$ cat config.mk
export PLATFORM = sky130hd
export DESIGN_NAME = max_heap_priority_queue
export DESIGN_NICKNAME = d
export VERILOG_FILES = /design/src/sv/mhpq_pkg.sv /design/src/sv/mhpq_cell.sv /design/src/sv/max_heap_priority_queue.sv
export VERILOG_INCLUDE_DIRS = /design/src /design/src/sv
export SDC_FILE = /design/constraint.sdc
export NUM_CORES = 2
export LEC_CHECK = 0
export BUFFER_PORTS_ARGS = -buffer_cell sky130_fd_sc_hd__buf_2
export CORE_UTILIZATION = 59
export DETAILED_ROUTE_END_ITERATION = 16
export PLACE_DENSITY_LB_ADDON = 0.1
export SKIP_LAST_GASP = 1
export SYNTH_ARGS = -nofsm -noshare
export SYNTH_HDL_FRONTEND = slang
export SYNTH_HIERARCHICAL = 1
export SYNTH_SLANG_ARGS = --single-unit
$ cat constraint.sdc
create_clock -name clk -period 4.25 [get_ports clk]
set_input_delay 1.275 -clock clk [delete_from_list [all_inputs] [get_ports clk]]
set_output_delay 1.275 -clock clk [all_outputs]
set_load 0.01 [all_outputs]
$ cat src/sv/max_heap_priority_queue_assert.svh
// Assertion macros for the priority queue.
`ifndef MAX_HEAP_PRIORITY_QUEUE_ASSERT_SVH
`define MAX_HEAP_PRIORITY_QUEUE_ASSERT_SVH

// Same-cycle implication, inactive while reset is asserted.
`define MHPQ_ASSERT_NOW(lbl, ante, cons, msg) \
    lbl: assert property (@(posedge clk) disable iff (!rst_n) (ante) |-> (cons)) \
        else $error(msg);

// Next-cycle implication, inactive while reset is asserted.
`define MHPQ_ASSERT_NEXT(lbl, ante, cons, msg) \
    lbl: assert property (@(posedge clk) disable iff (!rst_n) (ante) |=> (cons)) \
        else $error(msg);

`endif

$ cat src/sv/mhpq_pkg.sv
`timescale 1ns / 1ps

package mhpq_pkg;

    localparam int KEY_W            = 32;
    localparam int STATUS_W         = 2;
    localparam int COUNT_OUT_W      = 6;
    localparam int DEFAULT_CAPACITY = 32;

    localparam logic CMD_INSERT = 1'b0;
    localparam logic CMD_REMOVE = 1'b1;

    localparam logic [STATUS_W-1:0] ST_OK        = 2'd0;
    localparam logic [STATUS_W-1:0] ST_OVERFLOW  = 2'd1;
    localparam logic [STATUS_W-1:0] ST_UNDERFLOW = 2'd2;

    // What a cell shows its neighbors.
    typedef struct packed {
        logic                    occ;   // cell holds an entry
        logic                    keep;  // on insert, cell keeps its entry (entry >= new key)
        logic signed [KEY_W-1:0] key;
    } cell_link_t;

    // Shift controls broadcast to every cell.
    typedef struct packed {
        logic ins;  // insert: entries below the new key move one cell down
        logic rem;  // remove: every entry moves one cell up
    } shift_ctl_t;

endpackage

$ cat src/sv/mhpq_cell.sv
`timescale 1ns / 1ps

module mhpq_cell (
    input  logic                                   clk,
    input  logic                                   rst_n,
    input  mhpq_pkg::shift_ctl_t                   ctl,
    input  logic signed [mhpq_pkg::KEY_W-1:0]      new_key,
    input  mhpq_pkg::cell_link_t                   up_link,
    input  mhpq_pkg::cell_link_t                   down_link,
    output mhpq_pkg::cell_link_t                   self_link
);
    import mhpq_pkg::*;

    logic                    occ_reg;
    logic                    occ_next;
    logic signed [KEY_W-1:0] key_reg;
    logic signed [KEY_W-1:0] key_next;
    logic                    keep;

    assign keep = occ_reg && !(new_key > key_reg);

    always_comb
    begin
        occ_next = occ_reg;
        key_next = key_reg;
        if (ctl.ins && !keep)
        begin
            if (up_link.keep)
            begin
                occ_next = 1'b1;
                key_next = new_key;
            end
            else
            begin
                occ_next = up_link.occ;
                key_next = up_link.key;
            end
        end
        else if (ctl.rem)
        begin
            occ_next = down_link.occ;
            key_next = down_link.key;
        end
    end

    always_ff @(posedge clk or negedge rst_n)
    begin
        if (!rst_n)
        begin
            occ_reg <= 1'b0;
        end
        else
        begin
            occ_reg <= occ_next;
        end
    end

    always_ff @(posedge clk)
    begin
        key_reg <= key_next;
    end

    assign self_link.occ  = occ_reg;
    assign self_link.keep = keep;
    assign self_link.key  = key_reg;

endmodule

$ cat src/sv/max_heap_priority_queue.sv
// Channel  | Handshake           | Payload
// ---------+---------------------+--------------------------------------
// in       | in_valid / in_ready | command, value
// out      | out_valid/out_ready | status, removed_max, entry_count
//
// One command per cycle while in_ready is high: every cell updates in parallel on a
// transfer and the result is registered in the next cycle, so commands stream back to back.
// Entries are kept sorted, largest in cell 1, so the maximum is always there.
// A new command is taken while the output register is empty or being drained.
// Reset empties every cell and clears the count; no clearing pass is needed.
`timescale 1ns / 1ps

module max_heap_priority_queue #(
    parameter int HEAP_CAPACITY = mhpq_pkg::DEFAULT_CAPACITY
) (
    input  logic                                     clk,
    input  logic                                     rst_n,
    input  logic                                     in_valid,
    output logic                                     in_ready,
    input  logic                                     command,
    input  logic signed [mhpq_pkg::KEY_W-1:0]        value,
    output logic                                     out_valid,
    input  logic                                     out_ready,
    output logic [mhpq_pkg::STATUS_W-1:0]            status,
    output logic signed [mhpq_pkg::KEY_W-1:0]        removed_max,
    output logic [mhpq_pkg::COUNT_OUT_W-1:0]         entry_count
);
    import mhpq_pkg::*;

    localparam int CNT_W = $clog2(HEAP_CAPACITY + 1);

    logic                    take;
    logic                    full;
    logic                    empty;
    shift_ctl_t              ctl;
    cell_link_t              links [HEAP_CAPACITY+1:0];

    logic [CNT_W-1:0]        count_reg;
    logic [CNT_W-1:0]        count_next;
    logic [CNT_W+COUNT_OUT_W-1:0] count_ext;

    logic                    out_valid_reg;
    logic [STATUS_W-1:0]     status_reg;
    logic [STATUS_W-1:0]     status_next;
    logic signed [KEY_W-1:0] removed_max_reg;
    logic signed [KEY_W-1:0] removed_max_next;
    logic [COUNT_OUT_W-1:0]  entry_count_reg;

    assign in_ready = !out_valid_reg || out_ready;
    assign take     = in_valid && in_ready;
    assign full     = count_reg == CNT_W'(HEAP_CAPACITY);
    assign empty    = count_reg == '0;

    assign ctl.ins = take && (command == CMD_INSERT) && !full;
    assign ctl.rem = take && (command == CMD_REMOVE) && !empty;

    // links[0] is a virtual cell above the root that always keeps;
    // links[HEAP_CAPACITY+1] is the empty slot below the last cell.
    assign links[0].occ  = 1'b1;
    assign links[0].keep = 1'b1;
    assign links[0].key  = '0;
    assign links[HEAP_CAPACITY+1].occ  = 1'b0;
    assign links[HEAP_CAPACITY+1].keep = 1'b0;
    assign links[HEAP_CAPACITY+1].key  = '0;

    for (genvar i = 1; i <= HEAP_CAPACITY; i++)
    begin : g_cell
        mhpq_cell u_cell (
            .clk       (clk),
            .rst_n     (rst_n),
            .ctl       (ctl),
            .new_key   (value),
            .up_link   (links[i-1]),
            .down_link (links[i+1]),
            .self_link (links[i])
        );
    end

    always_comb
    begin
        count_next       = count_reg;
        status_next      = ST_OK;
        removed_max_next = '0;
        if (command == CMD_INSERT)
        begin
            if (full)
                status_next = ST_OVERFLOW;
            else
                count_next = count_reg + 1'b1;
        end
        else
        begin
            if (empty)
                status_next = ST_UNDERFLOW;
            else
            begin
                count_next       = count_reg - 1'b1;
                removed_max_next = links[1].key;
            end
        end
    end

    assign count_ext = {{COUNT_OUT_W{1'b0}}, count_next};

    always_ff @(posedge clk or negedge rst_n)
    begin
        if (!rst_n)
        begin
            count_reg     <= '0;
            out_valid_reg <= 1'b0;
        end
        else
        begin
            if (take)
            begin
                count_reg     <= count_next;
                out_valid_reg <= 1'b1;
            end
            else if (out_ready)
            begin
                out_valid_reg <= 1'b0;
            end
        end
    end

    always_ff @(posedge clk)
    begin
        if (take)
        begin
            status_reg      <= status_next;
            removed_max_reg <= removed_max_next;
            entry_count_reg <= count_ext[COUNT_OUT_W-1:0];
        end
    end

    assign out_valid   = out_valid_reg;
    assign status      = status_reg;
    assign removed_max = removed_max_reg;
    assign entry_count = entry_count_reg;

    `include "max_heap_priority_queue_assert.svh"

    `MHPQ_ASSERT_NOW(a_root_occ, 1'b1, links[1].occ == !empty, "root occupancy disagrees with count")
    `MHPQ_ASSERT_NOW(a_count_bound, 1'b1, count_reg <= CNT_W'(HEAP_CAPACITY), "count exceeds capacity")
    `MHPQ_ASSERT_NOW(a_sorted_top, links[1].occ && links[2].occ, links[1].key >= links[2].key, "top cells out of order")
    `MHPQ_ASSERT_NEXT(a_insert_count, ctl.ins, count_reg == $past(count_reg) + 1'b1, "insert did not grow count")
    `MHPQ_ASSERT_NEXT(a_fail_zero, take && (status_next != ST_OK), removed_max == '0, "failed command reported a key")

endmodule

==> flow_summary_export.csv <==
group,metric,value,unit
cells_and_area,nets,9561,
power,leakagePower,0.0469,µW
drt,route.vias.total,64008,
grt,grt_remaining_overflow,0,
cells_and_area,final_common_cell,"mux2_2",
clock_tree,clk_pin_slew,0.06,ns
setup_path,arrival,4.71,ns
clock_tree,cts_tree,"built",
drt,route.detailed.drc,6,
grt,grt_max_degree,43,
sta,skew,0.0282,ns
power,power_density,551,nW/µm²
clock_tree,cts_sinks,1103,
clock_tree,cts_buffers,138,
power,ir_drop,0.000421,V
clock_tree,cts-root-buf,"clkbuf_16",
sta,worst_pin_slew,0.912,ns
placed_design,hpwlAfterDp,194,mm
outcome,violations,"DRC",
cells_and_area,final_cell_area,105000,µm²
floorplanning,start_util,0.596,
sta,finalCritPeriodShare,0.990,
floorplanning,fp.coreArea,154000,µm²
clock_tree,h-tree-depth,4,
floorplanning,num_rows,144,
sta,min_period,4.21,ns
sta,hold_slack,0.546,ns
setup_path,reg2reg_from,"g_cell[9].u_cell/key_reg[25]$_DFFE_PP_",
drt,viasPerCell,6.01,
floorplanning,boundaryPins,79,
setup_path,reg2reg_depth,12,
cells_and_area,layout-drive-gt1-share,0.395,
sta,slew_violations,0,
grt,grt_pass1_wl,387,mm
placed_design,dp_cells,10402,
grt,grt_pass1_vias,66914,
cells_and_area,largest_reg_flops,1024,
drt,wl,249,mm
sta,clock.fmax,0.238,GHz
sta,slew_headroom,0.392,
setup_path,reg2reg_slack,0.38,ns
synthesis,yosys_warnings,6,
grt,antenna_found_initial,6,
setup_path,worstSetupPathType,"primary input to flop",
floorplanning,die_h,397,µm
setup_path,worst_r2r_endpoint,"g_cell[10].u_cell/key_reg[4]$_DFFE_PP_",
drt,antenna_left,0,
sta,hold_viol_final,0,
setup_path,critPathLaunchType,"primary input",
drt,drt_iter0_drc,3536,
synthesis,syn_avg_cell_area,12.0,µm²
synthesis,syn_area,91900,µm²
outcome,status,"complete, but fails checks",
placed_design,gp_congestion,0.888,
floorplanning,fp.dieW,397,µm
cells_and_area,layout_common_cells,"mux2_2, inv_1, edfxtp_1",
worst_hold_path,min_path_type,"primary input to async pin",
placed_design,placed_cell_area,101000,µm²
setup_path,critPathLaunch,"value[31]",
grt,track_usage,0.314,
clock_tree,cts_buffer_depth,3,
drt,wire_per_inst,23.4,µm
flow_run,maxCapViolCount,0,
cells_and_area,syn_to_final_growth,14.8,%
floorplanning,die-area,157000,µm²
drt,drtPass1Iterations,14,
clock_tree,worstSkewPairLatency,0.76,ns
setup_path,cp-end-kind,"flop",
placed_design,port_buffers,78,
synthesis,synthCells,7673,
setup_path,crit_path_max_fanout,16,
sta,rsz0062_at_grt,"yes",
sta,setup_violations,0,
cells_and_area,layoutNonFillerInstCount,10654,
setup_path,cp_data_required_time,4.75,ns
repair_timing:
item                       in CTS  in global routing
resized for setup               0                  3
setup endpoints to repair       0                 41
setup buffers                   0                  0
hold buffers                    0                  0
where the power goes:
part	total (µW)	switching, µW	internal [µW]
logic	26800	11900	14900
clock network	11500	4790	6700
registers	19700	3220	16500
layout make-up:
type	count	area, µm²
multi-input combinational	5215	52800
fill	11307	48800
sequential	1103	32900
timing repair buffer	916	8630
inverter	1124	4220
clock buffer	201	3930
tap	2044	2560
clock inverter	47	378
antenna	4	10.0
worst max path at each step:
| stage | to |
|---|---|
| 2_1_floorplan | g_cell[10].u_cell/key_reg[10]$_DFFE_PP_ |
| 3_3_place_gp | g_cell[10].u_cell/key_reg[22]$_DFFE_PP_ |
| 3_5_place_dp | g_cell[10].u_cell/key_reg[22]$_DFFE_PP_ |
| 4_1_cts | g_cell[18].u_cell/key_reg[22]$_DFFE_PP_ |
| 5_1_grt | g_cell[10].u_cell/key_reg[0]$_DFFE_PP_ |
| 6_report | g_cell[10].u_cell/key_reg[4]$_DFFE_PP_ |
worst max-delay path, stage by stage:
cell and delay, ns:
buf_4 0.22, buf_12 0.21, ha_1 0.30, nand4_1 0.19, or4_4 0.68, nor3_1 0.27
buf_4 0.17, nor3_1 0.05, o21a_1 0.19, a21boi_2 0.18, buf_4 0.28, mux2_2 0.39
mux2_4 0.26
per-layer routing:
metal | routed length (µm) | GRT usage | vias up | part of all wire
li1 | - | - | 29827 | -
met3 | 10600 | 0.0414 | 597 | 0.043
met1 | 103000 | 0.384 | 32004 | 0.41
met5 | 0 | 0 | - | 0
met4 | 11800 | 0.142 | 0 | 0.047
met2 | 124000 | 0.549 | 1580 | 0.50
metrics by stage:
step / setup slack (ns) / power (µW) / setup TNS (ns) / util
2_1_floorplan: -0.576 / 38100 / -537.08 / -
3_3_place_gp: -0.695 / 45300 / -675.08 / 0.656
3_5_place_dp: -0.714 / 46500 / -751.84 / 0.656
4_1_cts: 0.0850 / 58200 / 0 / 0.684
5_1_grt: -0.00200 / 61200 / -0.00200 / 0.684
6_report: 0.0406 / 58100 / 0 / 0.684
(Power assumes the default switching activity.)
